==> config.mk <==
export PLATFORM = sky130hd
export DESIGN_NAME = led_digit_frame_serializer_flat
export DESIGN_NICKNAME = d
export VERILOG_FILES = /design/src/rtl/core/ldfs_pkg.sv /design/src/rtl/core/ldfs_ifs.sv /design/src/rtl/core/ldfs_front.sv /design/src/rtl/core/ldfs_queue.sv /design/src/rtl/core/ldfs_back.sv /design/src/rtl/core/led_digit_frame_serializer.sv /design/src/flat_wrapper.sv
export SDC_FILE = /design/constraint.sdc
export NUM_CORES = 1
export LEC_CHECK = 0
export BUFFER_PORTS_ARGS = -buffer_cell sky130_fd_sc_hd__buf_2
export CELL_PAD_IN_SITES_DETAIL_PLACEMENT = 1
export CELL_PAD_IN_SITES_GLOBAL_PLACEMENT = 2
export CORE_MARGIN = 2
export CORE_UTILIZATION = 39
export DETAILED_ROUTE_END_ITERATION = 7
export PLACE_DENSITY = 0.85
export SYNTH_ARGS = -nofsm -noshare
export SYNTH_HDL_FRONTEND = slang
export SYNTH_SLANG_ARGS = --single-unit
==> constraint.sdc <==
create_clock -name clock -period 2.86 [get_ports clock]
set_input_delay 0.143 -clock clock [delete_from_list [all_inputs] [get_ports clock]]
set_output_delay 0.143 -clock clock [all_outputs]
set_load 0.01 [all_outputs]
==> src/rtl/core/ldfs_pkg.sv <==
// Shared types, constants and helpers for the LED digit frame serializer.
// Used by the interfaces, the front, the queue, the back and the top level.
package ldfs_pkg;

   localparam int DIGITS_DEFAULT = 8;
   localparam int MAX_RESULTS    = 32;
   localparam int QUEUE_DEPTH    = 2;

   localparam int SEG_W   = 8;
   localparam int LIGHT_W = 10;
   localparam int LEVEL_W = 3;
   localparam int CSR_IDX_W  = 2;
   localparam int CSR_DATA_W = 3;

   // Configuration register indexes.
   localparam logic [CSR_IDX_W-1:0] CSR_MANUAL_LEVEL    = 2'd0;
   localparam logic [CSR_IDX_W-1:0] CSR_AUTO_BRIGHTNESS = 2'd1;
   localparam logic [CSR_IDX_W-1:0] CSR_ROTATE_DIGITS   = 2'd2;

   // Driver command bytes.
   localparam logic [7:0] CMD_DATA    = 8'h40;
   localparam logic [7:0] CMD_ADDRESS = 8'hC0;
   localparam logic [7:0] CMD_DISPLAY = 8'h88;
   localparam logic [3:0] NIBBLE_MASK = 4'hF;

   localparam logic [LEVEL_W-1:0] LEVEL_RESET = 3'd7;

   // One classified digit, handed from the front to the back.
   typedef struct packed {
      logic [SEG_W-1:0]   seg;
      logic               is_first;
      logic               is_final;
      logic [LEVEL_W-1:0] level;
   } desc_type;

   // Segment remap for a digit mounted upside down: a<->d, b<->e, c<->f.
   function automatic logic [SEG_W-1:0] rotate_segments(input logic [SEG_W-1:0] s);
      rotate_segments = {s[7:6], s[2], s[1], s[0], s[5], s[4], s[3]};
   endfunction

endpackage

==> src/rtl/core/ldfs_ifs.sv <==
// Valid/ready channel interfaces for the request and result sides.
// Depends on ldfs_pkg for field widths.
interface ldfs_req_if;
   logic                        valid;
   logic                        ready;
   logic [ldfs_pkg::SEG_W-1:0]   segment_byte;
   logic [ldfs_pkg::LIGHT_W-1:0] ambient_light;

   modport source (output valid, output segment_byte, output ambient_light, input ready);
   modport sink (input valid, input segment_byte, input ambient_light, output ready);
endinterface

interface ldfs_rsp_if;
   logic valid;
   logic ready;
   logic data_bit;
   logic window_start;
   logic frame_end;
   logic last;

   modport source (output valid, output data_bit, output window_start, output frame_end,
                   output last, input ready);
   modport sink (input valid, input data_bit, input window_start, input frame_end,
                 input last, output ready);
endinterface

==> src/rtl/core/ldfs_front.sv <==
// Front end: configuration registers, request acceptance and digit classification.
// Depends on ldfs_pkg and ldfs_req_if.
module ldfs_front #(
   parameter int DIGITS = ldfs_pkg::DIGITS_DEFAULT
) (
   input  logic                              clock,
   input  logic                              reset,
   ldfs_req_if.sink                          req_ch,
   input  logic                              csr_we,
   input  logic [ldfs_pkg::CSR_IDX_W-1:0]    csr_index,
   input  logic [ldfs_pkg::CSR_DATA_W-1:0]   csr_wdata,
   output ldfs_pkg::desc_type                push_desc,
   output logic                              push_valid,
   input  logic                              push_ready
);

   localparam int POS_W = (DIGITS > 1) ? $clog2(DIGITS) : 1;
   localparam logic [POS_W-1:0] LAST_POS = POS_W'(DIGITS - 1);

   logic [POS_W-1:0]             pos_ff, pos_in;
   logic [ldfs_pkg::LEVEL_W-1:0] manual_level_ff, manual_level_in;
   logic                         auto_ff, auto_in;
   logic                         rotate_ff, rotate_in;
   logic                         accept;
   logic                         is_final;
   logic [ldfs_pkg::LEVEL_W-1:0] level;

   assign req_ch.ready = push_ready;
   assign push_valid   = req_ch.valid;
   assign accept       = req_ch.valid && push_ready;
   assign is_final     = (pos_ff == LAST_POS);

   // In auto mode the level is 7 minus the top three light bits.
   assign level = auto_ff ? ~req_ch.ambient_light[ldfs_pkg::LIGHT_W-1 -: ldfs_pkg::LEVEL_W]
                          : manual_level_ff;

   always_comb begin
      push_desc.seg      = rotate_ff ? ldfs_pkg::rotate_segments(req_ch.segment_byte)
                                     : req_ch.segment_byte;
      push_desc.is_first = (pos_ff == '0);
      push_desc.is_final = is_final;
      push_desc.level    = level;
   end

   always_comb begin
      pos_in = pos_ff;
      if (accept) begin
         pos_in = is_final ? '0 : pos_ff + POS_W'(1);
      end
   end

   always_comb begin
      manual_level_in = manual_level_ff;
      auto_in         = auto_ff;
      rotate_in       = rotate_ff;
      if (csr_we) begin
         case (csr_index)
            ldfs_pkg::CSR_MANUAL_LEVEL:    manual_level_in = csr_wdata;
            ldfs_pkg::CSR_AUTO_BRIGHTNESS: auto_in = csr_wdata[0];
            ldfs_pkg::CSR_ROTATE_DIGITS:   rotate_in = csr_wdata[0];
            default: ;
         endcase
      end
   end

   always_ff @(posedge clock) begin
      if (reset) begin
         pos_ff          <= '0;
         manual_level_ff <= ldfs_pkg::LEVEL_RESET;
         auto_ff         <= 1'b0;
         rotate_ff       <= 1'b0;
      end else begin
         pos_ff          <= pos_in;
         manual_level_ff <= manual_level_in;
         auto_ff         <= auto_in;
         rotate_ff       <= rotate_in;
      end
   end

endmodule

==> src/rtl/core/ldfs_queue.sv <==
// Two-entry descriptor queue between the front and the back.
// Depends on ldfs_pkg for the descriptor type and depth.
module ldfs_queue (
   input  logic               clock,
   input  logic               reset,
   input  ldfs_pkg::desc_type push_desc,
   input  logic               push_valid,
   output logic               push_ready,
   output ldfs_pkg::desc_type pop_desc,
   output logic               pop_valid,
   input  logic               pop_ready
);

   localparam int PTR_W = (ldfs_pkg::QUEUE_DEPTH > 1) ? $clog2(ldfs_pkg::QUEUE_DEPTH) : 1;
   localparam int CNT_W = $clog2(ldfs_pkg::QUEUE_DEPTH + 1);
   localparam logic [CNT_W-1:0] FULL = CNT_W'(ldfs_pkg::QUEUE_DEPTH);
   localparam logic [PTR_W-1:0] LAST_SLOT = PTR_W'(ldfs_pkg::QUEUE_DEPTH - 1);

   ldfs_pkg::desc_type entry_ff [ldfs_pkg::QUEUE_DEPTH];
   logic [PTR_W-1:0]   wr_ptr_ff, wr_ptr_in;
   logic [PTR_W-1:0]   rd_ptr_ff, rd_ptr_in;
   logic [CNT_W-1:0]   count_ff, count_in;
   logic               do_push, do_pop;

   assign push_ready = (count_ff != FULL);
   assign pop_valid  = (count_ff != '0);
   assign pop_desc   = entry_ff[rd_ptr_ff];
   assign do_push    = push_valid && push_ready;
   assign do_pop     = pop_valid && pop_ready;

   always_comb begin
      wr_ptr_in = wr_ptr_ff;
      rd_ptr_in = rd_ptr_ff;
      count_in  = count_ff;
      if (do_push) begin
         wr_ptr_in = (wr_ptr_ff == LAST_SLOT) ? '0 : wr_ptr_ff + PTR_W'(1);
      end
      if (do_pop) begin
         rd_ptr_in = (rd_ptr_ff == LAST_SLOT) ? '0 : rd_ptr_ff + PTR_W'(1);
      end
      if (do_push && !do_pop) begin
         count_in = count_ff + CNT_W'(1);
      end else if (do_pop && !do_push) begin
         count_in = count_ff - CNT_W'(1);
      end
   end

   always_ff @(posedge clock) begin
      if (do_push) begin
         entry_ff[wr_ptr_ff] <= push_desc;
      end
   end

   always_ff @(posedge clock) begin
      if (reset) begin
         wr_ptr_ff <= '0;
         rd_ptr_ff <= '0;
         count_ff  <= '0;
      end else begin
         wr_ptr_ff <= wr_ptr_in;
         rd_ptr_ff <= rd_ptr_in;
         count_ff  <= count_in;
      end
   end

endmodule

==> src/rtl/core/ldfs_back.sv <==
// Back end: walks the bytes of one digit descriptor and sends them bit by bit.
// Depends on ldfs_pkg and ldfs_rsp_if.
module ldfs_back (
   input  logic               clock,
   input  logic               reset,
   input  ldfs_pkg::desc_type pop_desc,
   input  logic               pop_valid,
   output logic               pop_ready,
   ldfs_rsp_if.source         rsp_ch
);

   localparam int CNT_W = $clog2(ldfs_pkg::MAX_RESULTS);
   localparam logic [CNT_W-1:0] LAST_COUNT = CNT_W'(ldfs_pkg::MAX_RESULTS - 1);

   typedef enum logic [2:0] {
      SLOT_DATA_CMD,
      SLOT_ADDR_CMD,
      SLOT_LOW,
      SLOT_HIGH,
      SLOT_BRIGHT
   } slot_type;

   ldfs_pkg::desc_type desc_ff, desc_in;
   slot_type           slot_ff, slot_in, slot_next;
   logic [2:0]         bit_ff, bit_in;
   logic [CNT_W-1:0]   count_ff, count_in;
   logic               busy_ff, busy_in;
   logic               out_valid_ff, out_valid_in;
   logic               out_data_ff, out_data_in;
   logic               out_window_ff, out_window_in;
   logic               out_frame_end_ff, out_frame_end_in;
   logic               out_last_ff, out_last_in;
   logic [7:0]         cur_byte;
   logic               opens;
   logic               end_slot;
   logic               is_last;
   logic               advance;
   logic               load;

   always_comb begin
      case (slot_ff)
         SLOT_DATA_CMD: cur_byte = ldfs_pkg::CMD_DATA;
         SLOT_ADDR_CMD: cur_byte = ldfs_pkg::CMD_ADDRESS;
         SLOT_LOW:      cur_byte = {4'h0, desc_ff.seg[3:0] & ldfs_pkg::NIBBLE_MASK};
         SLOT_HIGH:     cur_byte = {4'h0, desc_ff.seg[7:4] & ldfs_pkg::NIBBLE_MASK};
         SLOT_BRIGHT:   cur_byte = ldfs_pkg::CMD_DISPLAY | {5'd0, desc_ff.level};
         default:       cur_byte = 8'h00;
      endcase
   end

   always_comb begin
      case (slot_ff)
         SLOT_DATA_CMD: slot_next = SLOT_ADDR_CMD;
         SLOT_ADDR_CMD: slot_next = SLOT_LOW;
         SLOT_LOW:      slot_next = SLOT_HIGH;
         SLOT_HIGH:     slot_next = SLOT_BRIGHT;
         default:       slot_next = SLOT_BRIGHT;
      endcase
   end

   assign opens    = (slot_ff inside {SLOT_DATA_CMD, SLOT_ADDR_CMD, SLOT_BRIGHT});
   assign end_slot = desc_ff.is_final ? (slot_ff == SLOT_BRIGHT) : (slot_ff == SLOT_HIGH);
   // The result count is capped, which only cuts short a one-digit frame.
   assign is_last  = (end_slot && bit_ff == 3'd7) || (count_ff == LAST_COUNT);
   assign advance  = busy_ff && (!out_valid_ff || rsp_ch.ready);
   assign pop_ready = !busy_ff || (advance && is_last);
   assign load     = pop_ready && pop_valid;

   always_comb begin
      desc_in          = desc_ff;
      slot_in          = slot_ff;
      bit_in           = bit_ff;
      count_in         = count_ff;
      busy_in          = busy_ff;
      out_valid_in     = out_valid_ff && !rsp_ch.ready;
      out_data_in      = out_data_ff;
      out_window_in    = out_window_ff;
      out_frame_end_in = out_frame_end_ff;
      out_last_in      = out_last_ff;
      if (advance) begin
         out_valid_in     = 1'b1;
         out_data_in      = cur_byte[bit_ff];
         out_window_in    = opens && (bit_ff == 3'd0);
         out_frame_end_in = (slot_ff == SLOT_BRIGHT) && (bit_ff == 3'd7);
         out_last_in      = is_last;
         bit_in           = bit_ff + 3'd1;
         count_in         = count_ff + CNT_W'(1);
         if (bit_ff == 3'd7) begin
            slot_in = slot_next;
         end
         if (is_last) begin
            busy_in = 1'b0;
         end
      end
      if (load) begin
         desc_in  = pop_desc;
         slot_in  = pop_desc.is_first ? SLOT_DATA_CMD : SLOT_LOW;
         bit_in   = 3'd0;
         count_in = '0;
         busy_in  = 1'b1;
      end
   end

   always_ff @(posedge clock) begin
      if (reset) begin
         slot_ff          <= SLOT_DATA_CMD;
         bit_ff           <= 3'd0;
         count_ff         <= '0;
         busy_ff          <= 1'b0;
         out_valid_ff     <= 1'b0;
      end else begin
         slot_ff          <= slot_in;
         bit_ff           <= bit_in;
         count_ff         <= count_in;
         busy_ff          <= busy_in;
         out_valid_ff     <= out_valid_in;
      end
      desc_ff          <= desc_in;
      out_data_ff      <= out_data_in;
      out_window_ff    <= out_window_in;
      out_frame_end_ff <= out_frame_end_in;
      out_last_ff      <= out_last_in;
   end

   assign rsp_ch.valid        = out_valid_ff;
   assign rsp_ch.data_bit     = out_data_ff;
   assign rsp_ch.window_start = out_window_ff;
   assign rsp_ch.frame_end    = out_frame_end_ff;
   assign rsp_ch.last         = out_last_ff;

   a_frame_end_is_last: assert property (@(posedge clock) disable iff (reset)
      out_valid_ff && out_frame_end_ff |-> out_last_ff)
      else $error("frame end bit is not the last bit of its request");

   a_window_not_frame_end: assert property (@(posedge clock) disable iff (reset)
      out_valid_ff && out_window_ff |-> !out_frame_end_ff)
      else $error("window start and frame end on the same bit");

   a_busy_holds: assert property (@(posedge clock) disable iff (reset)
      advance && !is_last |=> busy_ff)
      else $error("serializer went idle in the middle of a request");

   a_no_pop_midway: assert property (@(posedge clock) disable iff (reset)
      busy_ff && !(advance && is_last) |-> !pop_ready)
      else $error("descriptor taken while the current one is unfinished");

endmodule

==> src/rtl/core/led_digit_frame_serializer.sv <==
// Top level of the LED digit frame serializer: front, descriptor queue and back.
// Depends on ldfs_pkg, ldfs_req_if, ldfs_rsp_if, ldfs_front, ldfs_queue, ldfs_back.
//
// Usage: each request on req_ch carries the segment byte of one digit (and
// the ambient light reading, used on the frame's last digit in auto mode).
// DIGITS requests make one frame. Each request expands into serial bits on
// rsp_ch, one response per bit, least significant bit first: 32 bits for
// digit 0 (data and address commands plus two nibble bytes), 24 for the
// last digit (two nibble bytes plus the brightness command), 16 for others.
// A one-digit frame is cut at 32 bits. The last response of a request has
// last set.
// Throughput: one response per cycle while rsp_ch is ready, a rate set by
// the one-bit output register. When the serializer is idle, an accepted
// request passes through the queue entry, the back's descriptor register
// and the output register before its first bit is presented.
// A two-entry queue lets requests be accepted while earlier ones are still
// being sent. When rsp_ch stalls, the current bit holds and the queue
// fills, after which req_ch.ready drops.
// Reset (synchronous) returns to the start of a frame, empties the queue
// and sets manual level 7, manual mode and no rotation.
module led_digit_frame_serializer #(
   parameter int DIGITS = ldfs_pkg::DIGITS_DEFAULT
) (
   input  logic                             clock,
   input  logic                             reset,
   ldfs_req_if.sink                         req_ch,
   ldfs_rsp_if.source                       rsp_ch,
   input  logic                             csr_we,
   input  logic [ldfs_pkg::CSR_IDX_W-1:0]   csr_index,
   input  logic [ldfs_pkg::CSR_DATA_W-1:0]  csr_wdata
);

   ldfs_pkg::desc_type push_desc;
   ldfs_pkg::desc_type pop_desc;
   logic               push_valid, push_ready;
   logic               pop_valid, pop_ready;

   ldfs_front #(
      .DIGITS(DIGITS)
   ) u_front (
      .clock      (clock),
      .reset      (reset),
      .req_ch     (req_ch),
      .csr_we     (csr_we),
      .csr_index  (csr_index),
      .csr_wdata  (csr_wdata),
      .push_desc  (push_desc),
      .push_valid (push_valid),
      .push_ready (push_ready)
   );

   ldfs_queue u_queue (
      .clock      (clock),
      .reset      (reset),
      .push_desc  (push_desc),
      .push_valid (push_valid),
      .push_ready (push_ready),
      .pop_desc   (pop_desc),
      .pop_valid  (pop_valid),
      .pop_ready  (pop_ready)
   );

   ldfs_back u_back (
      .clock     (clock),
      .reset     (reset),
      .pop_desc  (pop_desc),
      .pop_valid (pop_valid),
      .pop_ready (pop_ready),
      .rsp_ch    (rsp_ch)
   );

endmodule

==> src/flat_wrapper.sv <==
// flat-port wrapper written by rule: the top's interface ports become plain ports
module led_digit_frame_serializer_flat 
#(
   parameter int DIGITS = ldfs_pkg::DIGITS_DEFAULT
)
  (clock, reset, csr_we, csr_index, csr_wdata, req_ch_valid, req_ch_segment_byte, req_ch_ambient_light, req_ch_ready, rsp_ch_valid, rsp_ch_data_bit, rsp_ch_window_start, rsp_ch_frame_end, rsp_ch_last, rsp_ch_ready);
  ldfs_req_if req_ch_i ();
  ldfs_rsp_if rsp_ch_i ();
  input  logic clock;
  input  logic reset;
  input  logic csr_we;
  input  logic [ldfs_pkg::CSR_IDX_W-1:0] csr_index;
  input  logic [ldfs_pkg::CSR_DATA_W-1:0] csr_wdata;
  input wire logic [$bits(req_ch_i.valid)-1:0] req_ch_valid;
  input wire logic [$bits(req_ch_i.segment_byte)-1:0] req_ch_segment_byte;
  input wire logic [$bits(req_ch_i.ambient_light)-1:0] req_ch_ambient_light;
  output wire logic [$bits(req_ch_i.ready)-1:0] req_ch_ready;
  output wire logic [$bits(rsp_ch_i.valid)-1:0] rsp_ch_valid;
  output wire logic [$bits(rsp_ch_i.data_bit)-1:0] rsp_ch_data_bit;
  output wire logic [$bits(rsp_ch_i.window_start)-1:0] rsp_ch_window_start;
  output wire logic [$bits(rsp_ch_i.frame_end)-1:0] rsp_ch_frame_end;
  output wire logic [$bits(rsp_ch_i.last)-1:0] rsp_ch_last;
  input wire logic [$bits(rsp_ch_i.ready)-1:0] rsp_ch_ready;
  assign req_ch_i.valid = req_ch_valid;
  assign req_ch_i.segment_byte = req_ch_segment_byte;
  assign req_ch_i.ambient_light = req_ch_ambient_light;
  assign req_ch_ready = req_ch_i.ready;
  assign rsp_ch_valid = rsp_ch_i.valid;
  assign rsp_ch_data_bit = rsp_ch_i.data_bit;
  assign rsp_ch_window_start = rsp_ch_i.window_start;
  assign rsp_ch_frame_end = rsp_ch_i.frame_end;
  assign rsp_ch_last = rsp_ch_i.last;
  assign rsp_ch_i.ready = rsp_ch_ready;
  led_digit_frame_serializer #(.DIGITS(DIGITS)) u_core (.clock(clock), .reset(reset), .req_ch(req_ch_i), .rsp_ch(rsp_ch_i), .csr_we(csr_we), .csr_index(csr_index), .csr_wdata(csr_wdata));
endmodule
## After elaboration in Yosys (flattened, before gate mapping)

Memory sizes are Yosys's and may differ from the RTL's. A register that Yosys moved wholly into a read port is not among the register bits.
Cells that the tools add are included.

- Register bits: 41
- Latch bits: 0
- RAM bits: 26
- Memory bits (read-only): 0
- Input port bits: 28
- Output and inout port bits: 6
- Word-level logic and storage cells: 97
- Memories: 1

Memory list:

| memory | depth | bits a word | read ports | clocked after Yosys merged registers in | wr ports | line | RTL |
|---|---|---|---|---|---|---|---|
| u_core.u_queue.entry_ff | 2 | 13 | 1 | 1 | 1 | ldfs_queue.sv:19 | `ldfs_pkg::desc_type entry_ff [ldfs_pkg::QUEUE_DEPTH];` |

- Add/sub/neg operators: 7
- Multipliers: 0
- Div/mod/pow operators: 0
- $lt $le $gt $ge: 1
- Equal/unequal tests: 10
- Shift-type cells: 0
- Mux-type cells: 24
- Bitwise operators: 1
- Reductions and logical operators: 34

Operators by type and width:

| cell | number |
|---|---|
| $pmux 8 s5 | 1 |
| $mux 3 | 5 |
| $mux 1 | 12 |
| $logic_and 1x1->1 | 10 |
| $reduce_and 2->1 | 5 |
| $reduce_bool 2->1 | 5 |
| $eq 3x3->1 const B | 3 |
| $logic_not 3->1 | 3 |
| $pmux 3 s3 | 1 |
| $add 3x1->3 const B | 2 |
| $eq 3x2->1 const B | 2 |
| $mux 2 | 3 |
| $mux 6 | 1 |
| $add 5x1->5 const B | 1 |
| $eq 5x5->1 const B | 1 |
| $logic_not 1->1 | 5 |
| $lt 3x4->1 const B | 1 |
| $bmux 1 s3 | 1 |
| $eq 3x1->1 const B | 1 |
| $logic_or 1x1->1 | 3 |
| $not 3->3 | 1 |
| $reduce_bool 3->1 | 1 |
| $add 1x1->1 const B | 2 |
| $add 2x1->2 const B | 1 |
| 6 further kinds | 6 |

## Logic depth before layout (Yosys ltp)

Gate-level depths: netlist of the first run.

- Depth in word-level cells: 10
- Mapped depth: 10
- Mapped depth without buffers: 10

## Hierarchy

A second synthesis of the first run with hierarchy kept.

- Cell total of the unflattened synthesis: 256
- Area total of the unflattened synthesis: 3194.3 sq um

Modules (own cells, without submodules):

| module | instances | cells each | area an instance (sq um) | sequential area each (sq um) |
|---|---|---|---|---|
| ldfs_back | 1 | 133 | 1483.9 | 740.7 |
| ldfs_queue | 1 | 64 | 1162.4 | 880.8 |
| ldfs_front | 1 | 59 | 548.0 | 160.2 |

## Least setup slack after synthesis of the first run

OpenSTA, ideal clock, no wires.

- Path kind: flip-flop to flip-flop
- Start point: reg u_core.u_back.count_ff[0]
- End point: reg u_core.u_queue.count_ff[1]
- Library setup time: 0.070 ns
- Arrival time: 2.358 ns
- Required time: 2.790 ns
- Path slack: 0.432 ns
- Cell stages (with the launch flop): 10
- Path buffers: 0
- Clock period less this slack: 2.428 ns
- Cells stage by stage: dfxtp_1 -> ha_1 -> and3_1 -> ha_1 -> and3_1 -> a311o_1 -> inv_1 -> ha_1 -> or3_1 -> a21oi_1

- Word-level cells in the longest chain between the ends: 8
- Elaborated cells on any way between the ends: 10
- Those cells by class: eq/ne (1); mux (1); reduce/logical (8)

RTL lines:

| what | line | RTL |
|---|---|---|
| from (decl) | ldfs_back.sv:26 | `logic [CNT_W-1:0] count_ff, count_in;` |
| from (signal assigned) | ldfs_back.sv:114 | `count_ff <= count_in;` |
| $eq 5x5->1 * | ldfs_back.sv:64 | `assign is_last = (end_slot && bit_ff == 3'd7) \|\| (count_ff == LAST_COUNT);` |
| $logic_or 1x1->1 * | ldfs_back.sv:64 |  |
| $logic_and 1x1->1 * | ldfs_back.sv:66 | `assign pop_ready = !busy_ff \|\| (advance && is_last);` |
| $logic_or 1x1->1 * | ldfs_back.sv:66 |  |
| $logic_and 1x1->1 * | ldfs_queue.sv:29 | `assign do_pop = pop_valid && pop_ready;` |
| $logic_not 1->1 | ldfs_queue.sv:41 | `if (do_push && !do_pop) begin` |
| $logic_and 1x1->1 | ldfs_queue.sv:41 |  |
| $mux 2 / $reduce_bool 2->1 (equally long branches) | -- |  |
| to (signal assigned) | ldfs_queue.sv:62 | `count_ff <= count_in;` |
| to (decl) | ldfs_queue.sv:22 | `logic [CNT_W-1:0] count_ff, count_in;` |

Mark *: on every way between the ends. The rest lies on a longest branch, timed or not.
A chain may end at the register's enable or synchronous reset.

## Final worst setup path of the first run

- Start point: reg u_core.u_back.count_ff[0]
- End point: reg u_core.u_back.slot_ff[1]

- Word-level cells in the longest chain between the ends: 7
- Elaborated cells on any way between the ends: 9
- Those cells by class: eq/ne (1); mux (1); reduce/logical (7)

RTL lines:

| what | line | RTL |
|---|---|---|
| $eq 5x5->1 * | ldfs_back.sv:64 |  |
| $logic_or 1x1->1 * | ldfs_back.sv:64 |  |
| $logic_and 1x1->1 * | ldfs_back.sv:66 |  |
| $logic_or 1x1->1 * | ldfs_back.sv:66 |  |
| $logic_and 1x1->1 * | ldfs_back.sv:67 | `assign load = pop_ready && pop_valid;` |
| $reduce_bool 2->1 (no source line) | -- |  |
| $reduce_and 2->1 (no source line) | -- |  |
| to (signal assigned) | ldfs_back.sv:112 | `slot_ff <= slot_in;` |
| to (decl) | ldfs_back.sv:24 | `slot_type slot_ff, slot_in, slot_next;` |

Marks and branches as above.

==> impl_metrics.toml, run 1 <==
[run_status]
status = "finished clean"

[flow_run]
cap_violations = 0

[grt]
grt_pass1_vias = 1893
use_met1 = 0.161
grt_max_degree = 19
antenna_found_initial = 0
gr-total-overflow = 0
grt_use_met3 = 0.0528
grt_pass1_wl_mm = 8.89
busiest_layer = "met2"
grt_usage = 0.140
use_met2 = 0.241

[clocking]
cts_resized = 0
cts_buffer_depth = 2
clockRootBuffer = "clkbuf_8"
tritoncts = "done"
htree_levels = 3
clk_pin_slew_worst_paths_ps = 70
clock_sinks = 68
cts_hold_buffers = 4
clkLatencyLatePin_ps = 340
post_cts_buffers = 0
cts_buffers = 9

[die]
dieArea_mm2 = 0.00814
die_height_um = 90.2
initial_core_util = 0.402
die_x_um = 90.2
design.core.area_mm2 = 0.00721
pin_count = 34
rows = 31

[timing]
rsz0062_at_grt = "false"
timing.hold.ws_ps = 48.7
hold_violations = 0
period_share = 0.816
fin_tns_setup_ps = 0
worst_pin_slew_ps = 635
min_period_ps = 2330
slew_viol_final = 0
fin_skew_ps = 8.90
maxSlewHeadroom = 0.576
fmax_mhz = 428
setup_viol = 0

[logic_synthesis]
yosys.area_share.simple = 0.123
yosysMostFrequentCell = "edfxtp_1"
yosysTopAreaCell = "edfxtp_1"
synth_top_family_by_area = "simple AND/OR/NAND/NOR gates"
synth_warnings = 0
syn_area_mm2 = 0.00290
synth_compound_gate_area_share = 0.0760
synth_cells = 229
synth_ff_type = "edfxtp_1"
ys_top_cells_by_area = "edfxtp_1, dfxtp_1, mux2_2"
synth.top_cells.by_count = "edfxtp_1, dfxtp_1, nor2_1"
yosysTopAreaCellShare = 0.435
synth_edf_count = 42
synth_xor_area_frac = 0.0302
ys_ff_latch = 68
syn_area_per_cell_um2 = 12.7
ys_seq_area_frac = 0.615
ys_types = 43
synth_adder_area_share = 0.0389
synth.area.mux_share = 0.0959
syn-num-nets = 266
synthArstFlopShare = 0

[placement]
dp_hpwl_mm = 3.68
place.gp.congestion = 0.719
postPlaceCellArea_mm2 = 0.00314
port_buffers = 26

[critical_path]
worstPathRequired_ps = 3120
critPathMaxStageDelay_ps = 370
critPathTopFamily = "simple AND/OR/NAND/NOR gates"
crit_arrival_ps = 2590
start_kind = "flop"
crit_chain = "ha_1 > and3_1 > ha_1 > and3_1 > a311o_1 > buf_4 > or3_1 > a311oi_2"
slowest_stage = "or3_1"
crit_buf_inv = 1
crit_type = "reg -> reg"
end_kind = "flop"
critPathMaxFanout = 17

[routing]
drc = 0
via_per_inst = 4.91
drt_iter0_markers = 64
first_pass_iters = 4
antenna_left = 0
vias = 1818
drt_wl_total_mm = 5.15
wl_per_cell_um = 13.9

[layout]
nets = 303
drive_gt1_frac = 0.262
area_growth_pct = 17.7
post-route-cell-area_mm2 = 0.00341
num_antenna_cells = 0

[pwr]
p_leak_nw = 1.28
powerDensity_mw_per_mm2 = 898
p_total_mw = 3.07
peakVddDrop_mv = 0.330

[worst_hold_path]
min_path_type = "in -> reg"
[layout make-up]
cell class                      instances  area (um^2)
Timing Repair Buffer                   33          193
Multi-Input combinational cell        147         1050
Fill cell                             788         3800
Clock buffer                           10          138
Clock inverter                          6         95.1
Sequential cell                        68         1780
Tap cell                               99          124
Inverter                                7         26.3
[registers in the layout (all words and copies together), names as in the netlist, named ones only]
signal,flops
u_core.u_back.bit_ff,3
u_core.u_back.busy_ff,1
u_core.u_back.count_ff,5
u_core.u_back.desc_ff,12
u_core.u_back.rsp_ch.data_bit,1
u_core.u_back.rsp_ch.frame_end,1
u_core.u_back.rsp_ch.last,1
u_core.u_back.rsp_ch.valid,1
u_core.u_back.rsp_ch.window_start,1
u_core.u_back.slot_ff,3
u_core.u_front.auto_ff,1
u_core.u_front.manual_level_ff,3
u_core.u_front.pos_ff,3
u_core.u_front.rotate_ff,1
u_core.u_queue.count_ff,2
u_core.u_queue.entry_ff,26
u_core.u_queue.rd_ptr_ff,1
u_core.u_queue.wr_ptr_ff,1
[per-layer routing]
metal / wire length (um) / vias to the layer above
li1: - / 906
met1: 2260 / 869
met2: 2560 / 36
met3: 247 / 7
met4: 83 / 0
met5: 0 / -
[per-stage QoR]
stage / utilization / setup slack [ps] / instances
after floorplan: - / 432 / 229
final: 0.473 / 525 / 370
after detailed placement: 0.435 / 530 / 350
after global routing: 0.473 / 373 / 370
after CTS: 0.473 / 500 / 370
after global placement: 0.435 / 579 / 350
[cell usage in the layout (no fill, tap or decap), drive strengths merged, types with 2 or more instances in the layout]
master | Yosys | layout
and3 | 3 | 3
nor2b | 7 | 7
a211o | 3 | 3
o21ai | 2 | 2
nand2b | 4 | 4
or2 | 2 | 2
ha | 9 | 9
nand2 | 18 | 18
nor2 | 24 | 24
xnor2 | 5 | 5
clkbuf | 4 | 10
nor3 | 2 | 2
inv | 7 | 8
clkinv | 0 | 3
a311oi | 2 | 2
dfxtp | 26 | 26
bufinv | 0 | 2
xor2 | 5 | 5
mux2 | 22 | 22
nor3b | 2 | 2
dlygate4sd3 | 0 | 4
a21oi | 14 | 14
buf | 3 | 29
or3 | 3 | 3
edfxtp | 42 | 42
mux2i | 3 | 3
nand3b | 2 | 2
a221oi | 3 | 3
[power breakdown]
| group | switching (mW) | internal [mW] | total [mW] |
|---|---|---|---|
| Clock | 0.371 | 0.522 | 0.893 |
| Sequential | 0.147 | 1.30 | 1.45 |
| Combinational | 0.393 | 0.329 | 0.722 |
| Total | 0.911 | 2.15 | 3.07 |
[logic make-up (layout without fill, tap and decap cells)]
group,count (synthesis),count (layout)
XOR/XNOR,10,10
buffers and inverters,14,56
AND/OR/NAND/NOR,71,71
multiplexers,25,25
adder cells (fa/ha/maj),9,9
flip-flops,68,68
AO/OA/AOI/OAI,32,32
[path summary, 6_finish.rpt]
path	slack (ps)	cells after the start	to	start
min	50	2	u_core.u_front.manual_level_ff[0]	csr_wdata[0]
max reg2reg	530	8	u_core.u_back.slot_ff[1]	u_core.u_back.count_ff[0]
max	530	8	u_core.u_back.slot_ff[1]	u_core.u_back.count_ff[0]
min reg2reg	480	2	u_core.u_back.count_ff[4]	u_core.u_back.count_ff[4]
No activity file was read; power rests on OpenSTA's default activity.
==> run 2: changes to the inputs <==
--- a/config.mk
+++ b/config.mk
@@ -5,13 +5,14 @@
 export SDC_FILE = /design/constraint.sdc
 export NUM_CORES = 1
 export LEC_CHECK = 0
+export ABC_AREA = 1
 export BUFFER_PORTS_ARGS = -buffer_cell sky130_fd_sc_hd__buf_2
 export CELL_PAD_IN_SITES_DETAIL_PLACEMENT = 1
 export CELL_PAD_IN_SITES_GLOBAL_PLACEMENT = 2
 export CORE_MARGIN = 2
-export CORE_UTILIZATION = 39
+export CORE_UTILIZATION = 33
 export DETAILED_ROUTE_END_ITERATION = 7
-export PLACE_DENSITY = 0.85
+export PLACE_DENSITY = 0.81
 export SYNTH_ARGS = -nofsm -noshare
 export SYNTH_HDL_FRONTEND = slang
 export SYNTH_SLANG_ARGS = --single-unit
==> constraint.sdc (replaced) <==
create_clock -name clock -period 1.9 [get_ports clock]
set_input_delay 0.095 -clock clock [delete_from_list [all_inputs] [get_ports clock]]
set_output_delay 0.095 -clock clock [all_outputs]
set_load 0.01 [all_outputs]
==> run 2 against run 1 <==
Effect of this change:
- power is 59% higher
- synthesized cell count is 23% higher
- largest cell class unchanged
- highest routed layer unchanged
- critical endpoint is now u_core.u_queue.count_ff[1]
- routed wire length is 9.2% higher
- global-route usage is 1.1 points lower
- non-clock buffer count is 14 higher
==> impl_metrics.toml, run 2 <==
[clocking]
cts_buffers = 9
tritoncts = "done"
clkLatencyLatePin_ps = 340
clk_pin_slew_worst_paths_ps = 80
htree_levels = 3
clock_sinks = 68
clockRootBuffer = "clkbuf_8"
cts_buffer_depth = 2

[critical_path]
crit_chain = "ha_4 > ha_4 > nand3_2 > nand2_1 > nand2_1 > nand2_2 > nand2_2 > nand2_4 > nand2_8 > ha_4 > a21oi_2 > o21ai_2 > o21ai_1 > a21oi_1"
critPathMaxStageDelay_ps = 360
slowest_stage = "dfxtp_2"
crit_type = "reg -> reg"
end_kind = "flop"
r2r_setup_slack_ps = 90
start_kind = "flop"
worstPathRequired_ps = 2130
crit_arrival_ps = 2040
crit_top_cell = "ha_4"
critPathMaxFanout = 3

[layout]
finalNonFillerCells = 450
regMostFlops = "u_core.u_queue.entry_ff"
drive_gt1_frac = 0.269
final_common_cell = "nand2_1"
largest_reg_flops = 26
num_antenna_cells = 0
area_growth_pct = 23.8
nets = 374
layout_common_cells = "nand2_1, edfxtp_1, inv_1"
reg_top3 = "u_core.u_queue.entry_ff (26), u_core.u_back.desc_ff (12), u_core.u_back.count_ff (5)"
final_util = 0.417
post-route-cell-area_mm2 = 0.00360
fillers = 1002

[logic_synthesis]
synthArstFlopShare = 0
syn_area_per_cell_um2 = 10.4
ys_types = 26
ys_top_cells_by_area = "edfxtp_1, dfxtp_1, nand2_1"
yosysMostFrequentCell = "nand2_1"
synth_ff_type = "edfxtp_1"
yosysTopAreaCellShare = 0.433
syn_area_mm2 = 0.00291
synth.top_cells.by_count = "nand2_1, edfxtp_1, inv_1"
syn-num-nets = 318
synth_edf_count = 42
synth_warnings = 0
synth_cells = 281
ys_seq_area_frac = 0.612
ys_ff_latch = 68
yosysTopAreaCell = "edfxtp_1"

[grt]
grt_usage = 0.129
grt_max_degree = 16
gr-total-overflow = 0
antenna_found_initial = 0
grt_use_met3 = 0.0258
busiest_layer = "met2"
grt_pass1_wl_mm = 9.97
use_met2 = 0.219
use_met1 = 0.157
grt_pass1_vias = 2169

[pwr]
sequentialPowerShare = 0.458
powerDensity_mw_per_mm2 = 1350
peakVddDrop_mv = 0.415
combPwrFrac = 0.297
power.switching_mw = 1.62
intPower_mw = 3.25
p_leak_nw = 1.46
pwr-share-clk = 0.245
p_sw_frac = 0.333

[timing]
worst_pin_slew_ps = 613
min_period_ps = 1810
fmax_mhz = 553
setup_viol = 0
period_share = 0.952
hold_violations = 0
rsz0062_at_grt = "true"
fin_ws_ps = 90.7
maxSlewHeadroom = 0.591
slew_viol_final = 0
fin_skew_ps = 5.76
timing.hold.ws_ps = 50.9

[flow_run]
cap_violations = 0

[placement]
place.gp.congestion = 0.735
dp_hpwl_mm = 4.14
postPlaceCellArea_mm2 = 0.00328
post-place-ws_ps = -32.7
port_buffers = 26
dp.cells = 425

[routing]
via_per_inst = 4.58
drt_wl_total_mm = 5.62
first_pass_iters = 4
drc = 0
vias = 2060
wl_per_cell_um = 12.5
antenna_left = 0
drt_iter0_markers = 48

[die]
die_x_um = 98.0
rows = 34
design.core.area_mm2 = 0.00864
dieArea_mm2 = 0.00959
pin_count = 34
initial_core_util = 0.337
die_height_um = 98.0

[run_status]
status = "finished clean"

[worst_hold_path]
min_path_type = "in -> reg"
## run 2: changes by cell type after synthesis, sizes merged, moves of 4 or more
cell and change:
nor2b -7, inv +27, o21ai +19, xnor2 -5, nand2 +50, nand2b -4
mux2 -10, nand3 +12
## run 2: final cells by class
class,count,area [um^2],area share
Clock inverter,7,75.1,0.0208
Sequential cell,68,1790,0.496
Tap cell,108,135,0.0375
Timing Repair Buffer,47,315,0.0875
Inverter,34,130,0.0361
Multi-Input combinational cell,177,1040,0.288
Clock buffer,9,124,0.0344
## run 2: power groups by stage
stage	Sequential (mW)	Clock (mW)	Combinational [mW]
CTS	2.24	1.23	1.43
detailed placement	2.27	0	1.40
global route	2.29	1.31	1.66
global placement	2.24	0	1.35
finish	2.23	1.19	1.45
floorplan	2.20	0	0.954
## run 2: worst max-delay path, delay by kind of cell, from the launching register on
family                     cells  cell delay [ps]
AOI/OAI and AO/OA              4              360
adders and majority gates      3              510
DFF                            1              360
and+or+nand+nor                7              470
## run 2: cell families (layout without fill, tap and decap cells)
| kind of cell | after synthesis | after routing | share of synthesized area |
|---|---|---|---|
| AO/OA/AOI/OAI | 40 | 40 | 0.0722 |
| multiplexers | 13 | 13 | 0.0498 |
| XOR/XNOR | 2 | 2 | 0.00601 |
| adder cells (fa/ha/maj) | 9 | 9 | 0.0387 |
| buffers and inverters | 36 | 97 | 0.0498 |
| flip-flops | 68 | 68 | 0.612 |
| AND/OR/NAND/NOR | 113 | 113 | 0.172 |
## run 2: routing by layer
layer | vias up | part of all wire
met5 | - | 0
met4 | 0 | 0.019
met3 | 8 | 0.025
met2 | 28 | 0.50
met1 | 964 | 0.46
li1 | 1060 | -
## run 2: repair_timing
action	4_1_cts	5_1_grt
buffers inserted	0	3
endpoints found under the setup margin	14	26
hold endpoints to repair	10	0
pin swaps	0	6
hold buffers	6	0
gates resized for setup	2	9
## run 2: path summary, 6_finish.rpt
path | startpoint | to | depth (start not counted)
hold / removal | rsp_ch_ready | u_core.u_back.rsp_ch.valid | 4
setup / recovery | u_core.u_back.bit_ff[1] | u_core.u_queue.count_ff[1] | 14
setup reg to reg | u_core.u_back.bit_ff[1] | u_core.u_queue.count_ff[1] | 14
hold reg to reg | u_core.u_front.manual_level_ff[0] | u_core.u_front.manual_level_ff[0] | 2
## run 2: stage by stage
stage	TNS [ps]	power, mW
floorplan	0	3.16
global placement	0	3.59
detailed placement	-34.7	3.67
CTS	-12.2	4.89
global route	-184	5.25
finish	0	4.87
==> run 3: changes to the inputs <==
--- a/config.mk
+++ b/config.mk
@@ -10,9 +10,10 @@
 export CELL_PAD_IN_SITES_DETAIL_PLACEMENT = 1
 export CELL_PAD_IN_SITES_GLOBAL_PLACEMENT = 2
 export CORE_MARGIN = 2
-export CORE_UTILIZATION = 33
+export CORE_UTILIZATION = 34
 export DETAILED_ROUTE_END_ITERATION = 7
-export PLACE_DENSITY = 0.81
+export PLACE_DENSITY = 0.82
 export SYNTH_ARGS = -nofsm -noshare
 export SYNTH_HDL_FRONTEND = slang
+export SYNTH_HIERARCHICAL = 1
 export SYNTH_SLANG_ARGS = --single-unit
==> run 3 against run 2 <==
Effect of this change:
- area after synthesis rose by 4.3%
- register-to-register slack improved by 50 ps
- sequential share of layout area shrank 0.14 points
- power decreased by 1.9%
- via count barely moved
- non-clock buffer count down 7
- global-route usage shrank 0.13 points
==> impl_metrics.toml, run 3 <==
[run_status]
status = "finished clean"

[die]
die_x_um = 98.5
dieArea_mm2 = 0.00970
initial_core_util = 0.350
pin_count = 34
design.core.area_mm2 = 0.00868
rows = 34
die_height_um = 98.5

[logic_synthesis]
syn_area_mm2 = 0.00304
syn_area_per_cell_um2 = 10.3
ys_seq_area_frac = 0.587
synth_adder_area_share = 0.0371
ys_types = 27
yosysMostFrequentCell = "nand2_1"
syn-num-nets = 331
synth_edf_count = 42
yosysTopAreaCellShare = 0.415
synth_top_family_by_area = "simple AND/OR/NAND/NOR gates"
ys_ff_latch = 68
synth_compound_gate_area_share = 0.0511
yosys.area_share.simple = 0.181
synth_cells = 294
synth.top_cells.by_count = "nand2_1, edfxtp_1, inv_1"
synthArstFlopShare = 0
synth_xor_area_frac = 0.0115
synth.area.mux_share = 0.0606
synth_warnings = 6
yosysTopAreaCell = "edfxtp_1"
ys_top_cells_by_area = "edfxtp_1, dfxtp_1, nand2_1"
synth_ff_type = "edfxtp_1"

[clocking]
clk_pin_slew_worst_paths_ps = 80
clockRootBuffer = "clkbuf_8"
clock_sinks = 68
tritoncts = "done"
cts_buffer_depth = 2
htree_levels = 3
clkLatencyLatePin_ps = 350
cts_buffers = 9

[timing]
fmax_mhz = 567
worst_pin_slew_ps = 529
period_share = 0.928
fin_skew_ps = 10.2
min_period_ps = 1760
hold_violations = 0
setup_viol = 0
slew_viol_final = 0
maxSlewHeadroom = 0.645
timing.hold.ws_ps = 16.5

[routing]
drc = 0
via_per_inst = 4.56
drt_wl_total_mm = 5.71
vias = 2058
drt_iter0_markers = 73
antenna_left = 0
wl_per_cell_um = 12.7
first_pass_iters = 5

[critical_path]
crit_arrival_ps = 1790
crit_chain = "ha_4 > and3_4 > ha_4 > inv_2 > nand2_2 > nand2_2 > nand2_4 > nand2_4 > clkinvlp_4"
slowest_stage = "dfxtp_4"
end_kind = "flop"
worstPathRequired_ps = 1920
crit_type = "reg -> reg"
crit_buf_inv = 2
critPathMaxStageDelay_ps = 360
critPathMaxFanout = 12
critPathTopFamily = "simple AND/OR/NAND/NOR gates"
start_kind = "flop"

[layout]
final_common_cell = "nand2_1"
fillers = 1007
finalNonFillerCells = 451
area_growth_pct = 19.1
num_antenna_cells = 0
nets = 375
reg_top3 = "u_core/u_queue/entry_ff (26), u_core/u_back/desc_ff (12), u_core/u_back/count_ff (5)"
final_util = 0.417
layout_common_cells = "nand2_1, edfxtp_1, inv_1"
largest_reg_flops = 26
drive_gt1_frac = 0.268
regMostFlops = "u_core/u_queue/entry_ff"

[grt]
grt_pass1_vias = 2197
grt_max_degree = 17
antenna_found_initial = 0
grt_pass1_wl_mm = 9.95
grt_usage = 0.128
gr-total-overflow = 0

[flow_run]
cap_violations = 0

[pwr]
peakVddDrop_mv = 0.420
p_total_mw = 4.78
p_leak_nw = 1.53
powerDensity_mw_per_mm2 = 1320

[placement]
dp_hpwl_mm = 4.20
port_buffers = 26
place.gp.congestion = 0.808
dp.cells = 430

[worst_hold_path]
min_path_type = "in -> reg"
run 3: changes by cell type after synthesis, moves of 4 or more:
cell	previous run	this run
mux2_4	0	10
buf_4	0	6
nand2_1	61	56
nor2_1	24	32
a21oi_1	17	6
nand4_1	4	9
o21ai_0	20	16
mux2_2	12	3
inv_1	31	41
run 3: what timing repair did:
item | in CTS | in global routing
hold buffers | 2 | 0
cloned | 0 | 0
buffers inserted | 0 | 3
setup endpoints to repair | 14 | 14
pin swaps | 0 | 5
resized for setup | 3 | 14
endpoints found under the hold margin | 4 | 0
run 3: path summary, 6_finish.rpt:
kind                                                   startpoint                                end  slack, ps  depth (start not counted)
worst max-delay path                    u_core/u_back/count_ff[0]          u_core/u_back/desc_ff[11]        140                          9
worst min-delay path                                        reset              u_core/u_back/busy_ff         20                          2
worst max register to register          u_core/u_back/count_ff[0]          u_core/u_back/desc_ff[11]        140                          9
worst min register to register  u_core/u_front/manual_level_ff[1]  u_core/u_front/manual_level_ff[1]        460                          2
run 3: area by class of cell:
| type | instances | area, um^2 | area share |
|---|---|---|---|
| clock buffer | 9 | 124 | 0.0342 |
| multi-input combinational | 176 | 1090 | 0.301 |
| clock inverter | 7 | 75.1 | 0.0208 |
| inverter | 43 | 168 | 0.0464 |
| timing repair buffer | 40 | 240 | 0.0664 |
| tap | 108 | 135 | 0.0374 |
| sequential | 68 | 1790 | 0.494 |
run 3: per-layer routing:
metal | track usage | vias up | part of all wire
met5 | 0 | - | 0
met4 | 0.0474 | 0 | 0.014
met3 | 0.0369 | 9 | 0.033
met2 | 0.226 | 30 | 0.52
met1 | 0.147 | 963 | 0.43
li1 | - | 1056 | -
run 3: where the power goes:
group	switching [mW]	internal, mW	leakage [nW]
Clock	0.577	0.615	0.104
Combinational	0.795	0.605	0.819
Sequential	0.163	2.03	0.604
Total	1.54	3.25	1.53
run 3: kinds of logic after synthesis:
logic type / count (synthesis)
flip-flops: 68
XOR/XNOR: 4
AND/OR/NAND/NOR: 123
multiplexers: 13
buffers and inverters: 50
adder cells (fa/ha/maj): 9
AO/OA/AOI/OAI: 27
run 3: through the flow:
step / instance area (um^2) / setup WS (ps) / setup TNS [ps]
after CTS: 3540 / -10.6 / -10.6
after detailed placement: 3310 / -30.7 / -378
after global placement: 3310 / 41.8 / 0
after floorplan: 3040 / 148 / 0
final: 3620 / 137 / 0
after global routing: 3620 / -3.88 / -3.88
